## src/hdl/vams_pkg.sv

```systemverilog
// ----------------------------------------------------------------------------
// vams_pkg: shared constants for the arming and mode supervisor
// State, event, mode and result codes, flag bits, counter width and stream widths.
// ----------------------------------------------------------------------------
package vams_pkg;

  // Publish counter width (valid range 8 to 32).
  localparam int unsigned COUNT_WIDTH = 16;

  localparam int unsigned STATE_W  = 4;
  localparam int unsigned KIND_W   = 4;
  localparam int unsigned MODE_W   = 2;
  localparam int unsigned CODE_W   = 2;
  localparam int unsigned PUBOUT_W = 16;

  localparam int unsigned IN_DATA_W  = 24;
  localparam int unsigned IN_USER_W  = 4;
  localparam int unsigned OUT_DATA_W = 32;

  // System states
  localparam logic [STATE_W-1:0] ST_PREFLIGHT   = 4'd0;
  localparam logic [STATE_W-1:0] ST_STANDBY     = 4'd1;
  localparam logic [STATE_W-1:0] ST_GROUNDREADY = 4'd2;
  localparam logic [STATE_W-1:0] ST_MANUAL      = 4'd3;
  localparam logic [STATE_W-1:0] ST_STABILIZED  = 4'd4;
  localparam logic [STATE_W-1:0] ST_AUTO        = 4'd5;
  localparam logic [STATE_W-1:0] ST_ABORT       = 4'd6;
  localparam logic [STATE_W-1:0] ST_EMLANDING   = 4'd7;
  localparam logic [STATE_W-1:0] ST_CUTOFF      = 4'd8;
  localparam logic [STATE_W-1:0] ST_GROUNDERROR = 4'd9;
  localparam logic [STATE_W-1:0] ST_REBOOT      = 4'd10;

  // Event kinds
  localparam logic [KIND_W-1:0] EV_FIX        = 4'd0;
  localparam logic [KIND_W-1:0] EV_FIXLOST    = 4'd1;
  localparam logic [KIND_W-1:0] EV_EMERGENCY  = 4'd2;
  localparam logic [KIND_W-1:0] EV_CRITICAL   = 4'd3;
  localparam logic [KIND_W-1:0] EV_ARM        = 4'd4;
  localparam logic [KIND_W-1:0] EV_DISARM     = 4'd5;
  localparam logic [KIND_W-1:0] EV_MANUAL     = 4'd6;
  localparam logic [KIND_W-1:0] EV_STABILIZED = 4'd7;
  localparam logic [KIND_W-1:0] EV_AUTO       = 4'd8;
  localparam logic [KIND_W-1:0] EV_FLAGREQ    = 4'd9;
  localparam logic [KIND_W-1:0] EV_CUSTOMREQ  = 4'd10;

  // Flight modes
  localparam logic [MODE_W-1:0] MODE_MANUAL     = 2'd0;
  localparam logic [MODE_W-1:0] MODE_STABILIZED = 2'd1;
  localparam logic [MODE_W-1:0] MODE_AUTO       = 2'd2;

  // Result codes
  localparam logic [CODE_W-1:0] RES_OK        = 2'd0;
  localparam logic [CODE_W-1:0] RES_UNCHANGED = 2'd1;
  localparam logic [CODE_W-1:0] RES_HIL_DENY  = 2'd2;

  // Flag request bits
  localparam int unsigned FLAG_ARM_BIT = 7;
  localparam int unsigned FLAG_HIL_BIT = 5;

endpackage

```

## src/hdl/vehicle_arming_mode_supervisor.sv

```systemverilog
// ----------------------------------------------------------------------------
// vehicle_arming_mode_supervisor: vehicle safety and flight mode supervisor
// Applies one event per request to the system state, arming, HIL latch,
// flight mode and publish counter, and returns one status result per event.
// ----------------------------------------------------------------------------
// Path: an accepted request passes the input register, then the result
//   register, from which the result is offered.
// Throughput: one request per cycle; the transition table is evaluated in a
//   single pass. Input stalls only while both registers are full and the
//   result is not taken.
// Reset: rst_ni low clears both valid flags and puts the supervisor in
//   preflight, disarmed, HIL clear, manual mode, control off, count zero.
module vehicle_arming_mode_supervisor
  import vams_pkg::*;
(
  input  logic                  clk_i,
  input  logic                  rst_ni,
  // Input stream
  input  logic                  s_axis_tvalid_i,
  output logic                  s_axis_tready_o,
  // [7:0] request_flags, [15:8] requested_state, [16] radio_lost,
  // [17] offboard_lost, [23:18] zero
  input  logic [IN_DATA_W-1:0]  s_axis_tdata_i,
  // [3:0] event_kind
  input  logic [IN_USER_W-1:0]  s_axis_tuser_i,
  // Result stream
  output logic                  m_axis_tvalid_o,
  input  logic                  m_axis_tready_i,
  // [3:0] system_state, [4] armed, [5] lockdown, [6] hil_active,
  // [8:7] nav_mode, [9] control_enabled, [25:10] publish_count,
  // [26] reboot_request, [28:27] result_code, [31:29] zero
  output logic [OUT_DATA_W-1:0] m_axis_tdata_o
);

  // --------------------------------------------------------------------------
  // Input register
  // --------------------------------------------------------------------------
  logic                 in_valid_q;
  logic [IN_DATA_W-1:0] in_data_q;
  logic [KIND_W-1:0]    in_kind_q;
  logic                 out_valid_q;
  logic [OUT_DATA_W-1:0] out_data_q;

  logic advance;   // request in the input register moves to the result register

  assign advance         = in_valid_q && (!out_valid_q || m_axis_tready_i);
  assign s_axis_tready_o = !in_valid_q || advance;

  always_ff @(posedge clk_i or negedge rst_ni) begin
    if (!rst_ni) begin
      in_valid_q <= 1'b0;
    end else if (s_axis_tready_o) begin
      in_valid_q <= s_axis_tvalid_i;
    end
  end

  always_ff @(posedge clk_i) begin
    if (s_axis_tready_o && s_axis_tvalid_i) begin
      in_data_q <= s_axis_tdata_i;
      in_kind_q <= s_axis_tuser_i;
    end
  end

  // Field unpack
  logic [7:0]         req_flags;
  logic [STATE_W-1:0] req_state_lo;
  logic               req_state_ok;   // upper bits of requested_state are zero
  logic               radio_lost;
  logic               offboard_lost;

  assign req_flags     = in_data_q[7:0];
  assign req_state_lo  = in_data_q[8 +: STATE_W];
  assign req_state_ok  = (in_data_q[15:8+STATE_W] == '0);
  assign radio_lost    = in_data_q[16];
  assign offboard_lost = in_data_q[17];

  // --------------------------------------------------------------------------
  // Supervisor state
  // --------------------------------------------------------------------------
  logic [STATE_W-1:0]     state_q, state_d;
  logic                   armed_q, armed_d;
  logic                   hil_q, hil_d;
  logic [MODE_W-1:0]      mode_q, mode_d;
  logic                   ctl_q, ctl_d;
  logic [COUNT_WIDTH-1:0] pub_cnt_q, pub_cnt_d;

  logic [1:0]        npub;      // publishes caused by this event, 0..2
  logic [CODE_W-1:0] code;
  logic              reboot;
  logic              want_arm;
  logic              want_hil;
  logic [MODE_W-1:0] sel_mode;
  logic              mode_hit;  // current state allows the mode entry
  logic [STATE_W-1:0] mode_target;

  assign want_arm = req_flags[FLAG_ARM_BIT];
  assign want_hil = req_flags[FLAG_HIL_BIT];

  // Mode event decode
  always_comb begin
    sel_mode    = MODE_MANUAL;
    mode_target = ST_MANUAL;
    mode_hit    = 1'b0;
    unique case (in_kind_q)
      EV_MANUAL: begin
        sel_mode    = MODE_MANUAL;
        mode_target = ST_MANUAL;
        mode_hit    = (state_q == ST_GROUNDREADY) || (state_q == ST_STABILIZED) ||
                      (state_q == ST_AUTO);
      end
      EV_STABILIZED: begin
        sel_mode    = MODE_STABILIZED;
        mode_target = ST_STABILIZED;
        mode_hit    = (state_q == ST_GROUNDREADY) || (state_q == ST_MANUAL) ||
                      (state_q == ST_AUTO);
      end
      EV_AUTO: begin
        sel_mode    = MODE_AUTO;
        mode_target = ST_AUTO;
        mode_hit    = (state_q == ST_GROUNDREADY) || (state_q == ST_MANUAL) ||
                      (state_q == ST_STABILIZED);
      end
      default: begin
        sel_mode    = MODE_MANUAL;
        mode_target = ST_MANUAL;
        mode_hit    = 1'b0;
      end
    endcase
  end

  // Transition table
  always_comb begin
    state_d = state_q;
    armed_d = armed_q;
    hil_d   = hil_q;
    mode_d  = mode_q;
    ctl_d   = ctl_q;
    npub    = 2'd0;
    reboot  = 1'b0;
    code    = RES_UNCHANGED;

    unique case (in_kind_q)
      EV_FIX: begin
        if (state_q == ST_PREFLIGHT) begin
          state_d = ST_STANDBY;
          armed_d = 1'b0;
          npub    = 2'd1;
        end
      end
      EV_FIXLOST, EV_EMERGENCY, EV_CRITICAL: begin
        // fixlost only from standby/groundready/auto; emergency skips manual
        if ((in_kind_q == EV_CRITICAL) ||
            ((in_kind_q == EV_EMERGENCY) && (state_q != ST_MANUAL)) ||
            ((in_kind_q == EV_FIXLOST) &&
             ((state_q == ST_STANDBY) || (state_q == ST_GROUNDREADY) ||
              (state_q == ST_AUTO)))) begin
          if ((state_q == ST_PREFLIGHT) || (state_q == ST_STANDBY) ||
              (state_q == ST_GROUNDREADY)) begin
            state_d = ST_GROUNDERROR;
            armed_d = 1'b0;
            npub    = 2'd1;
          end else if ((state_q == ST_AUTO) || (state_q == ST_MANUAL)) begin
            // abort passes through emergency landing: two publishes
            state_d = ST_ABORT;
            armed_d = 1'b1;
            npub    = 2'd2;
          end
        end
      end
      EV_ARM: begin
        if (state_q == ST_STANDBY) begin
          state_d = ST_GROUNDREADY;
          armed_d = 1'b1;
          npub    = 2'd1;
        end
      end
      EV_DISARM: begin
        if ((state_q == ST_GROUNDREADY) || (state_q == ST_MANUAL) ||
            (state_q == ST_PREFLIGHT) || (state_q == ST_STABILIZED) ||
            (state_q == ST_AUTO)) begin
          state_d = ST_STANDBY;
          armed_d = 1'b0;
          npub    = 2'd1;
        end
      end
      EV_MANUAL, EV_STABILIZED, EV_AUTO: begin
        mode_d = sel_mode;
        ctl_d  = 1'b1;
        npub   = {(mode_hit && (mode_q != sel_mode)),
                  (mode_hit != (mode_q != sel_mode))};
        if (mode_hit) begin
          state_d = mode_target;
          armed_d = 1'b1;
        end
      end
      EV_FLAGREQ: begin
        // arm step, then disarm step (mutually exclusive via want_arm),
        // then the HIL latch, each seeing what the previous left
        if (!armed_q && want_arm &&
            ((state_q == ST_STANDBY) || (state_q == ST_PREFLIGHT))) begin
          state_d = ST_GROUNDREADY;
          armed_d = 1'b1;
          npub    = 2'd1;
          code    = RES_OK;
        end else if (armed_q && !want_arm && (state_q == ST_GROUNDREADY)) begin
          state_d = ST_STANDBY;
          armed_d = 1'b0;
          npub    = 2'd1;
          code    = RES_OK;
        end
        if ((state_d == ST_STANDBY) && want_hil && !hil_q) begin
          hil_d = 1'b1;
          npub  = npub + 2'd1;
          code  = RES_OK;
        end
        if (hil_d && !want_hil) begin
          code = RES_HIL_DENY;
        end
      end
      EV_CUSTOMREQ: begin
        if (req_state_ok && (req_state_lo == ST_REBOOT) &&
            ((state_q == ST_STANDBY) || (state_q == ST_PREFLIGHT))) begin
          state_d = ST_REBOOT;
          armed_d = 1'b0;
          reboot  = 1'b1;
          npub    = 2'd1;
          code    = RES_OK;
        end else if (req_state_ok && (req_state_lo == ST_AUTO) &&
                     ((state_q == ST_GROUNDREADY) || (state_q == ST_MANUAL))) begin
          state_d = ST_AUTO;
          armed_d = 1'b1;
          npub    = 2'd1;
          code    = RES_OK;
        end else if (req_state_ok && (req_state_lo == ST_MANUAL) &&
                     ((state_q == ST_GROUNDREADY) || (state_q == ST_AUTO))) begin
          state_d = ST_MANUAL;
          armed_d = 1'b1;
          npub    = 2'd1;
          code    = RES_OK;
        end
      end
      default: begin
        // unknown kinds leave everything alone
      end
    endcase

    // Events 0..8 report whether anything was published
    if (in_kind_q <= EV_AUTO) begin
      code = (npub != 2'd0) ? RES_OK : RES_UNCHANGED;
    end
  end

  assign pub_cnt_d = pub_cnt_q + COUNT_WIDTH'(npub);

  always_ff @(posedge clk_i or negedge rst_ni) begin
    if (!rst_ni) begin
      state_q   <= ST_PREFLIGHT;
      armed_q   <= 1'b0;
      hil_q     <= 1'b0;
      mode_q    <= MODE_MANUAL;
      ctl_q     <= 1'b0;
      pub_cnt_q <= '0;
    end else if (advance) begin
      state_q   <= state_d;
      armed_q   <= armed_d;
      hil_q     <= hil_d;
      mode_q    <= mode_d;
      ctl_q     <= ctl_d;
      pub_cnt_q <= pub_cnt_d;
    end
  end

  // --------------------------------------------------------------------------
  // Result register
  // --------------------------------------------------------------------------
  logic [31:0]               pub_cnt_ext;
  logic [OUT_DATA_W-1:0]     out_data_d;

  assign pub_cnt_ext = 32'(pub_cnt_d);

  assign out_data_d = {3'b000, code, reboot, pub_cnt_ext[PUBOUT_W-1:0], ctl_d, mode_d,
                       hil_d, ((radio_lost && offboard_lost) || hil_d), armed_d, state_d};

  always_ff @(posedge clk_i or negedge rst_ni) begin
    if (!rst_ni) begin
      out_valid_q <= 1'b0;
    end else if (advance) begin
      out_valid_q <= 1'b1;
    end else if (m_axis_tready_i) begin
      out_valid_q <= 1'b0;
    end
  end

  always_ff @(posedge clk_i) begin
    if (advance) begin
      out_data_q <= out_data_d;
    end
  end

  assign m_axis_tvalid_o = out_valid_q;
  assign m_axis_tdata_o  = out_data_q;

endmodule

```

## config.mk

```make
export PLATFORM = sky130hd
export DESIGN_NAME = vehicle_arming_mode_supervisor
export DESIGN_NICKNAME = d
export VERILOG_FILES = /design/src/hdl/vams_pkg.sv /design/src/hdl/vehicle_arming_mode_supervisor.sv
export SDC_FILE = /design/constraint.sdc
export NUM_CORES = 1
export LEC_CHECK = 0
export ABC_AREA = 1
export BUFFER_PORTS_ARGS = -buffer_cell sky130_fd_sc_hd__buf_2
export CAP_MARGIN = 25
export CORE_ASPECT_RATIO = 0.75
export CORE_MARGIN = 2
export CORE_UTILIZATION = 40
export CTS_CLUSTER_SIZE = 10
export DETAILED_ROUTE_END_ITERATION = 10
export PLACE_DENSITY = 0.61
export SLEW_MARGIN = 20
export SYNTH_ARGS = -nofsm -noshare
export SYNTH_HDL_FRONTEND = slang
export SYNTH_SLANG_ARGS = --single-unit
```

## constraint.sdc

```tcl
create_clock -name clk_i -period 3.5 [get_ports clk_i]
set_input_delay 0.7 -clock clk_i [delete_from_list [all_inputs] [get_ports clk_i]]
set_output_delay 0.7 -clock clk_i [all_outputs]
set_load 0.005 [all_outputs]
```

==> impl_metrics.json, run 1 <==
{
  "fillCellCount": 869,
  "max_freq_ghz": 0.2954,
  "yosysWarningCount": 0,
  "ant_nets": 0,
  "final_area_mm2": 0.004781,
  "worstMarginPinSlew_ps": 665.8,
  "final_layout_size_suffix_gt1_frac": 0.2664,
  "hp-class": "in2async",
  "yosys-top-cells-count": "nand2_1 (140), inv_1 (50), edfxtp_1 (45)",
  "crit_chain": "inv_1 -> nor2_1 -> nand3_2 -> nand2_2 -> nand3_2 -> nor3b_2 -> nand2_1 -> inv_2 -> ha_4 -> nand2_2 -> nand3_2 -> a21oi_2 -> nand4_1 -> ha_2 -> fa_2 -> nand3_4 -> nor2_4 -> nand2_4 -> nor2_4 -> nand3_4 -> nor2_4 -> xor2_2",
  "setup_viol": 0,
  "die_w_um": 116.0,
  "synth_edf_count": 45,
  "final_nets": 551,
  "clkSlewWorstSetupHoldPaths_ps": 60,
  "via_count": 3060,
  "cp.required_ps": 3580,
  "seq_area_frac_synth": 0.5382,
  "antenna_cells": 0,
  "synth_area_leaders": "edfxtp_1 (36%), dfrtp_1 (18%), nand2_1 (14%)",
  "track_usage": 0.1881,
  "mappedNetlistArea_mm2": 0.003766,
  "place_ws_ps": -84.25,
  "critPathMaxFanout": 3,
  "slowest_stage": "dfrtp_1",
  "crit_family": "simple AND/OR/NAND/NOR gates",
  "cts_buffers": 9,
  "area_growth_pct": 26.94,
  "critPathBufInv": 2,
  "synthArstFlopShare": 0.3750,
  "power.density_mw_per_mm2": 510.8,
  "htreeDepth": 3,
  "initial_core_util": 0.4146,
  "place.gp.congestion": 0.9566,
  "status": "finished, final reports clean",
  "critPathKind": "reg2reg",
  "io_buffers": 50,
  "cp.depth": 22,
  "multi_input_area_mm2": 0.001609,
  "synth_area_leader_cell": "edfxtp_1",
  "whs_ps": 397.2,
  "rows": 30,
  "synth_top_cell_area_share": 0.3588,
  "cp.arrival_ps": 3460,
  "grt_max_degree": 56,
  "synth_seq_cells": 72,
  "num_io_pins": 66,
  "dominantRegCellSynth": "edfxtp_1",
  "min_period_ps": 3385,
  "setup_slack_ps": 114.7,
  "postPlaceCellArea_mm2": 0.004294,
  "via_per_inst": 4.737,
  "grt_pass1_wl_um": 14520,
  "die_h_um": 88.03,
  "max_stage_delay_ps": 410,
  "grt-ovfl-total": 0,
  "wl_per_cell_um": 13.79,
  "grt_pass1_vias": 2867,
  "cts_hold_buf": 0,
  "drc": 0,
  "skew_ps": 7.702,
  "dp_hpwl_um": 6470,
  "routed_wl_um": 8909,
  "ff2ff_path_depth": 22,
  "p_leak_nw": 2.324,
  "synth_area_per_cell_um2": 8.718,
  "drtPass1Iterations": 5,
  "hold_violations": 0,
  "synth.most_common_cell": "nand2_1",
  "rsz0062_at_grt": "yes",
  "cts_tree": "built",
  "slew_headroom": 0.5561,
  "drv_cap": 0,
  "start_kind": "register",
  "ys_types": 33,
  "clk_path_buf_depth": 2,
  "core_area_mm2": 0.009084,
  "die-area_mm2": 0.01022,
  "seqCellArea_mm2": 0.002027,
  "syn_inst": 432,
  "clk_latency_ps": 330,
  "drt_iter0_markers": 247,
  "cp-end-kind": "register",
  "slew_viol_final": 0,
  "antenna_found_initial": 0,
  "cts.sinks": 72,
  "cts-root-buf": "clkbuf_16",
  "peakVddDrop_uv": 334.9,
  "fin_crit_sh": 0.9672
}
[repair_timing]
item | 4_1_cts | 5_1_grt
resized for setup | 3 | 33
pin swaps | 2 | 13
gates cloned | 0 | 0
setup endpoints to repair | 7 | 13
setup buffers | 2 | 4
[routing by layer]
layer	GRT usage	wire length [um]
met1	0.2877	4584
met2	0.2621	3729
met3	0.04706	519
met4	0.05519	75
met5	0	0
[final cells by class]
type | count | share of cell area
Timing Repair Buffer | 80 | 0.1044
Sequential cell | 72 | 0.4240
Inverter | 52 | 0.04083
Clock buffer | 10 | 0.04789
Multi-Input combinational cell | 298 | 0.3366
Tap cell | 128 | 0.03350
Clock inverter | 6 | 0.01282
[layout by cell type, fill, tap and decap left out, types with 4 or more instances in the layout]
cell type  instances
inv_1             49
o21ai_1            6
nor2_4             6
o21ai_0           15
clkbuf_16          9
xor2_2             4
nor2_1            36
nand2_2           10
nand2_1          134
buf_4             26
edfxtp_1          45
nor3_1             5
nand3_1           25
xor2_1            10
nand4_1            7
a21oi_1            9
buf_2             50
dfrtp_1           27
[logic make-up after synthesis]
logic type      after synthesis  synth area share
buf+inv                      64           0.07375
compound gates               36           0.05116
flops                        72            0.5382
other cells                   1         0.0009957
xor+xnor                     14           0.03256
fa+ha+maj                     6           0.02193
simple gates                239            0.2814
[stage by stage]
stage / power [mW] / setup TNS [ps] / std cells / util
after floorplan: 1.383 / 0 / 434 / -
after global placement: 1.523 / -83.23 / 624 / 0.4727
after detailed placement: 1.532 / -221.8 / 624 / 0.4727
after CTS: 2.437 / 0 / 642 / 0.5072
after global routing: 2.569 / -439.8 / 646 / 0.5263
final: 2.442 / 0 / 646 / 0.5263
[path summary, 6_finish.rpt]
check	from	endpoint	slack, ps
worst min-delay path	rst_ni	pub_cnt_q[4]$_DFFE_PN0P_	400
min in group clk_i	ctl_q$_DFFE_PN0P_	ctl_q$_DFFE_PN0P_	460
max in group asynchronous	rst_ni	hil_q$_DFFE_PN0P_	2660
worst min register to register	ctl_q$_DFFE_PN0P_	ctl_q$_DFFE_PN0P_	460
worst max-delay path	armed_q$_DFFE_PN0P_	m_axis_tdata_o[22]$_DFFE_PP_	110
worst max register to register	armed_q$_DFFE_PN0P_	m_axis_tdata_o[22]$_DFFE_PP_	110
[power breakdown]
| group | switching (mW) | internal [mW] |
|---|---|---|
| clock network | 0.344 | 0.549 |
| logic | 0.250 | 0.144 |
| registers | 0.0802 | 1.07 |
[registers in the layout, summed over array words and instances, names as in the netlist]
register / flops
pub_cnt_q: 16
in_kind_q: 4
state_q: 4
mode_q: 2
ctl_q: 1
armed_q: 1
hil_q: 1
m_axis_tdata_o: 29
in_data_q: 12
m_axis_tvalid_o: 1
in_valid_q: 1
[worst register-to-register path, cell delays in order (launching register included)]
cell and delay, ps:
dfrtp_1 410, inv_1 80, nor2_1 130, nand3_2 120
nand2_2 110, nand3_2 80, nor3b_2 200, nand2_1 100
inv_2 70, ha_4 190, nand2_2 80, nand3_2 80
a21oi_2 120, nand4_1 160, ha_2 260, fa_2 390
nand3_4 90, nor2_4 50, nand2_4 80, nor2_4 50
nand3_4 90, nor2_4 50, xor2_2 150
Power figures use the tool's default switching activity.
==> run 2, diff against run 1 <==
--- a/config.mk
+++ b/config.mk
@@ -13,6 +13,7 @@
 export CORE_UTILIZATION = 40
 export CTS_CLUSTER_SIZE = 10
 export DETAILED_ROUTE_END_ITERATION = 10
+export MAX_ROUTING_LAYER = met4
 export PLACE_DENSITY = 0.61
 export SLEW_MARGIN = 20
 export SYNTH_ARGS = -nofsm -noshare
==> run 2 against run 1 <==
Non-clock buffer count up 5. Critical path depth down 1. Combinational power down 1%. Critical path type unchanged. Clock power up 2%. Critical endpoint unchanged. Global-route usage up 0.71 points. Largest cell class unchanged. Register-to-register slack better by 20 ps. Fmax up 0.64%.
==> impl_metrics.json, run 2 (synthesized netlist as in run 1, its figures left out) <==
{
  "cp.arrival_ps": 3440,
  "start_kind": "register",
  "p_leak_nw": 2.336,
  "die-area_mm2": 0.01022,
  "track_usage": 0.1952,
  "skew_ps": 6.336,
  "cts_tree": "built",
  "min_period_ps": 3364,
  "max_freq_ghz": 0.2973,
  "final_nets": 556,
  "fin_crit_sh": 0.9611,
  "grt-ovfl-total": 0,
  "power.density_mw_per_mm2": 514.0,
  "cp.required_ps": 3570,
  "via_count": 3127,
  "mostFrequentLayoutCell": "nand2_1",
  "setup_viol": 0,
  "io_buffers": 50,
  "die_w_um": 116.0,
  "final_layout_size_suffix_gt1_frac": 0.2677,
  "cts-root-buf": "clkbuf_16",
  "slew_viol_final": 0,
  "dp_hpwl_um": 6584,
  "grt_pass1_wl_um": 14670,
  "clk_latency_ps": 330,
  "rows": 30,
  "crit_chain": "nor2_4 -> nand3_2 -> nand2_2 -> nand3_2 -> nor3b_2 -> nand2_1 -> inv_2 -> ha_4 -> nand2_2 -> nand3_2 -> a21oi_2 -> nand4_1 -> ha_2 -> fa_2 -> nand3_2 -> nor2_4 -> nand2_2 -> nor2_2 -> nand3_2 -> nor2_2 -> xor2_1",
  "worstMarginPinSlew_ps": 650.2,
  "cts_hold_buf": 0,
  "initial_core_util": 0.4146,
  "cts.sinks": 72,
  "seqCellArea_mm2": 0.002027,
  "crit_family": "simple AND/OR/NAND/NOR gates",
  "grt_pass1_vias": 2865,
  "drc": 0,
  "antenna_cells": 0,
  "htreeDepth": 3,
  "clk_path_buf_depth": 2,
  "drv_cap": 0,
  "rsz0062_at_grt": "yes",
  "core_area_mm2": 0.009084,
  "max_stage_delay_ps": 410,
  "cts_buffers": 9,
  "num_io_pins": 66,
  "critPathMaxFanout": 4,
  "largest_reg_flops": 29,
  "hp-class": "in2async",
  "setup_slack_ps": 136.1,
  "grt_max_degree": 56,
  "whs_ps": 398.2,
  "ant_nets": 0,
  "cp-end-kind": "register",
  "die_h_um": 88.03,
  "hold_violations": 0,
  "place.gp.congestion": 0.9879,
  "peakVddDrop_uv": 318.1,
  "finalPower_mw": 2.455,
  "antenna_found_initial": 0,
  "drt_iter0_markers": 193,
  "critPathBufInv": 1,
  "via_per_inst": 4.803,
  "slowest_stage": "dfrtp_1",
  "area_growth_pct": 26.81,
  "slew_headroom": 0.5665,
  "final_cell_mix": "nand2_1 (136), buf_2 (50), inv_1 (49)",
  "postPlaceCellArea_mm2": 0.004309,
  "drtPass1Iterations": 5,
  "cp_common_cell": "nand3_2",
  "clkSlewWorstSetupHoldPaths_ps": 60,
  "critPathKind": "reg2reg",
  "routed_wl_um": 9160,
  "wl_per_cell_um": 14.07,
  "final_area_mm2": 0.004776,
  "place_ws_ps": -41.01,
  "status": "finished, final reports clean",
  "fillCellCount": 865,
  "multi_input_area_mm2": 0.001567,
  "fin_util": 0.5258
}
-- run 2: metrics by stage --
stage / cells / setup TNS, ps
2_1_floorplan: 434 / 0
3_3_place_gp: 626 / -80.36
3_5_place_dp: 626 / -50.54
4_1_cts: 644 / 0
5_1_grt: 651 / -684.1
6_report: 651 / 0
-- run 2: repair_timing --
| action | 4_1_cts | 5_1_grt |
|---|---|---|
| setup buffers | 2 | 7 |
| pin swaps | 2 | 15 |
| cloned | 0 | 0 |
| gates resized for setup | 2 | 22 |
| endpoints found under the setup margin | 5 | 16 |
-- run 2: where the power goes --
group / internal, mW / total, mW / switching [mW]
clock: 0.570 / 0.913 / 0.343
sequential: 1.07 / 1.15 / 0.0781
combinational: 0.139 / 0.389 / 0.249
total: 1.78 / 2.45 / 0.670
-- run 2: worst paths after layout --
kind,start,slack [ps],cells past startpoint,end
setup / recovery,state_q[2]$_DFFE_PN0P_,140,21,m_axis_tdata_o[22]$_DFFE_PP_
hold / removal,rst_ni,400,1,state_q[1]$_DFFE_PN0P_
hold reg to reg,ctl_q$_DFFE_PN0P_,460,2,ctl_q$_DFFE_PN0P_
min in group clk_i,ctl_q$_DFFE_PN0P_,460,2,ctl_q$_DFFE_PN0P_
max in group asynchronous,rst_ni,2680,1,hil_q$_DFFE_PN0P_
setup reg to reg,state_q[2]$_DFFE_PN0P_,140,21,m_axis_tdata_o[22]$_DFFE_PP_
-- run 2: cell type report --
type | instances | area share
multi-input cells | 298 | 0.3280
repair buffers | 85 | 0.1108
inverters | 52 | 0.04087
flip-flops and latches | 72 | 0.4244
clock inverters | 5 | 0.01153
well taps | 128 | 0.03353
clock buffers | 11 | 0.05083
-- run 2: metal layers --
metal	global-route usage	part of all wire	vias to the layer above
met3	0.04567	0.063	7
met5	-	0	-
met2	0.2594	0.42	111
met1	0.2980	0.51	1452
li1	-	-	1557
met4	0.04545	0.0085	0
==> run 3, diff against run 2 <==
--- a/config.mk
+++ b/config.mk
@@ -10,11 +10,11 @@
 export CAP_MARGIN = 25
 export CORE_ASPECT_RATIO = 0.75
 export CORE_MARGIN = 2
-export CORE_UTILIZATION = 40
+export CORE_UTILIZATION = 33
 export CTS_CLUSTER_SIZE = 10
 export DETAILED_ROUTE_END_ITERATION = 10
 export MAX_ROUTING_LAYER = met4
-export PLACE_DENSITY = 0.61
+export PLACE_DENSITY = 0.52
 export SLEW_MARGIN = 20
 export SYNTH_ARGS = -nofsm -noshare
 export SYNTH_HDL_FRONTEND = slang
==> run 3 against run 2 <==
Combinational power down 2%. Global-route usage down 3.4 points. Clock skew grew 1.1 ps. Sequential share of layout area is 0.10 points higher. Critical path type unchanged. Largest power group unchanged.
==> impl_metrics.json, run 3 (synthesized netlist as in run 1, its figures left out) <==
{
  "drt_iter0_markers": 307,
  "drc": 0,
  "reg2reg_slack_ps": 150,
  "max_stage_delay_ps": 460,
  "rsz0062_at_grt": "yes",
  "fin_util": 0.4324,
  "die-area_mm2": 0.01229,
  "slew_headroom": 0.5537,
  "multi_input_area_mm2": 0.001578,
  "grt-ovfl-total": 0,
  "dp_hpwl_um": 6774,
  "peakVddDrop_uv": 260.6,
  "final_nets": 553,
  "status": "finished, final reports clean",
  "fin_crit_sh": 0.9574,
  "rows": 33,
  "drv_cap": 0,
  "final_cell_mix": "nand2_1 (136), buf_2 (50), inv_1 (49)",
  "slew_viol_final": 0,
  "grt_pass1_wl_um": 14630,
  "ant_nets": 0,
  "grt_pass1_vias": 2816,
  "hold_violations": 0,
  "clk_latency_ps": 340,
  "clkSlewWorstSetupHoldPaths_ps": 60,
  "num_io_pins": 66,
  "critPathMaxFanout": 6,
  "antenna_found_initial": 0,
  "start_kind": "register",
  "track_usage": 0.1614,
  "hp-class": "in2async",
  "fillCellCount": 1110,
  "place.gp.congestion": 0.9413,
  "seqCellArea_mm2": 0.002028,
  "clk_path_buf_depth": 2,
  "setup_viol": 0,
  "min_period_ps": 3351,
  "cts.sinks": 72,
  "htreeDepth": 3,
  "cts_tree": "built",
  "via_count": 3075,
  "largest_reg_flops": 29,
  "cts-root-buf": "clkbuf_16",
  "die_h_um": 96.52,
  "max_freq_ghz": 0.2984,
  "wl_per_cell_um": 13.91,
  "cp-end-kind": "register",
  "p_leak_nw": 2.289,
  "slowest_stage": "dfrtp_2",
  "cp.required_ps": 3580,
  "via_per_inst": 4.659,
  "antenna_cells": 0,
  "fin_tns_setup_ps": 0,
  "core_area_mm2": 0.01102,
  "placedCellCount": 639,
  "final_layout_size_suffix_gt1_frac": 0.2654,
  "initial_core_util": 0.3416,
  "critPathKind": "reg2reg",
  "drtPass1Iterations": 4,
  "cts_buffers": 9,
  "area_growth_pct": 26.58,
  "cp.arrival_ps": 3430,
  "crit_chain": "nor2_4 -> nand3_2 -> nand2_2 -> nand3_2 -> nor3b_2 -> nand2_1 -> inv_2 -> ha_4 -> nand2_4 -> nand3_2 -> a21oi_2 -> nand4_1 -> ha_2 -> fa_2 -> nand3_4 -> nor2_4 -> nand2_2 -> nor2_4 -> nand3_4 -> nor2_2 -> xor2_1",
  "mostFrequentLayoutCell": "nand2_1",
  "worstMarginPinSlew_ps": 669.5,
  "die_w_um": 127.4,
  "routed_wl_um": 9181,
  "stdcell_count": 660,
  "skew_ps": 7.388,
  "grt_max_degree": 38,
  "io_buffers": 50,
  "power.density_mw_per_mm2": 504.2
}
-- run 3: layer usage --
metal  share of wire  wire, um  track usage  up-vias
met2            0.40      3665       0.2161       89
met5               0         0            -        -
li1                -         -            -     1550
met3           0.065       596      0.03634        9
met4           0.013       123      0.05495        0
met1            0.52      4796       0.2381     1427
-- run 3: layout make-up --
type                            instances  share of cell area
Multi-Input combinational cell        298              0.3310
Inverter                               52             0.04094
Tap cell                              140             0.03675
Clock buffer                           10             0.05013
Sequential cell                        72              0.4255
Clock inverter                          6            0.008661
Timing Repair Buffer                   82              0.1071
-- run 3: metrics by stage --
step                hold slack (ps)  instance area, um2  power, mW  setup slack [ps]
finish                        395.2                4767      2.403             149.1
global route                  448.5                4767      2.525            -88.19
CTS                           420.9                4616      2.405             3.660
detailed placement            454.5                4332      1.536            -64.41
global placement              441.8                4332      1.527            -88.86
floorplan                     404.4                3774      1.383             208.5
-- run 3: final timing paths --
| kind | start | to | depth (start not counted) |
|---|---|---|---|
| min in group clk_i | ctl_q$_DFFE_PN0P_ | ctl_q$_DFFE_PN0P_ | 2 |
| max | state_q[0]$_DFFE_PN0P_ | m_axis_tdata_o[22]$_DFFE_PP_ | 21 |
| max reg2reg | state_q[0]$_DFFE_PN0P_ | m_axis_tdata_o[22]$_DFFE_PP_ | 21 |
| min reg2reg | ctl_q$_DFFE_PN0P_ | ctl_q$_DFFE_PN0P_ | 2 |
| max in group asynchronous | rst_ni | state_q[0]$_DFFE_PN0P_ | 1 |
| min | rst_ni | pub_cnt_q[10]$_DFFE_PN0P_ | 1 |
-- run 3: worst max-delay path: cells and delay by family (launching register included) --
kind	cells	cell delay, ps
adders and majority gates	3	840
and+or+nand+nor	15	1460
buffers and inverters	1	80
xor gates and xnor gates	1	150
AOI/OAI and AO/OA	1	110
DFF	1	460
-- run 3: report_power, final --
| part | internal [mW] | switching [mW] |
|---|---|---|
| clock network | 0.500 | 0.362 |
| logic | 0.141 | 0.242 |
| registers | 1.07 | 0.0834 |
| total | 1.72 | 0.688 |
-- run 3: what timing repair did --
action                                  in CTS  in global routing
pin swaps                                    1                 13
gates resized for setup                      2                 26
gates cloned                                 0                  0
endpoints found under the setup margin       7                 16
hold buffers                                 0                  0
buffers inserted                             0                  5
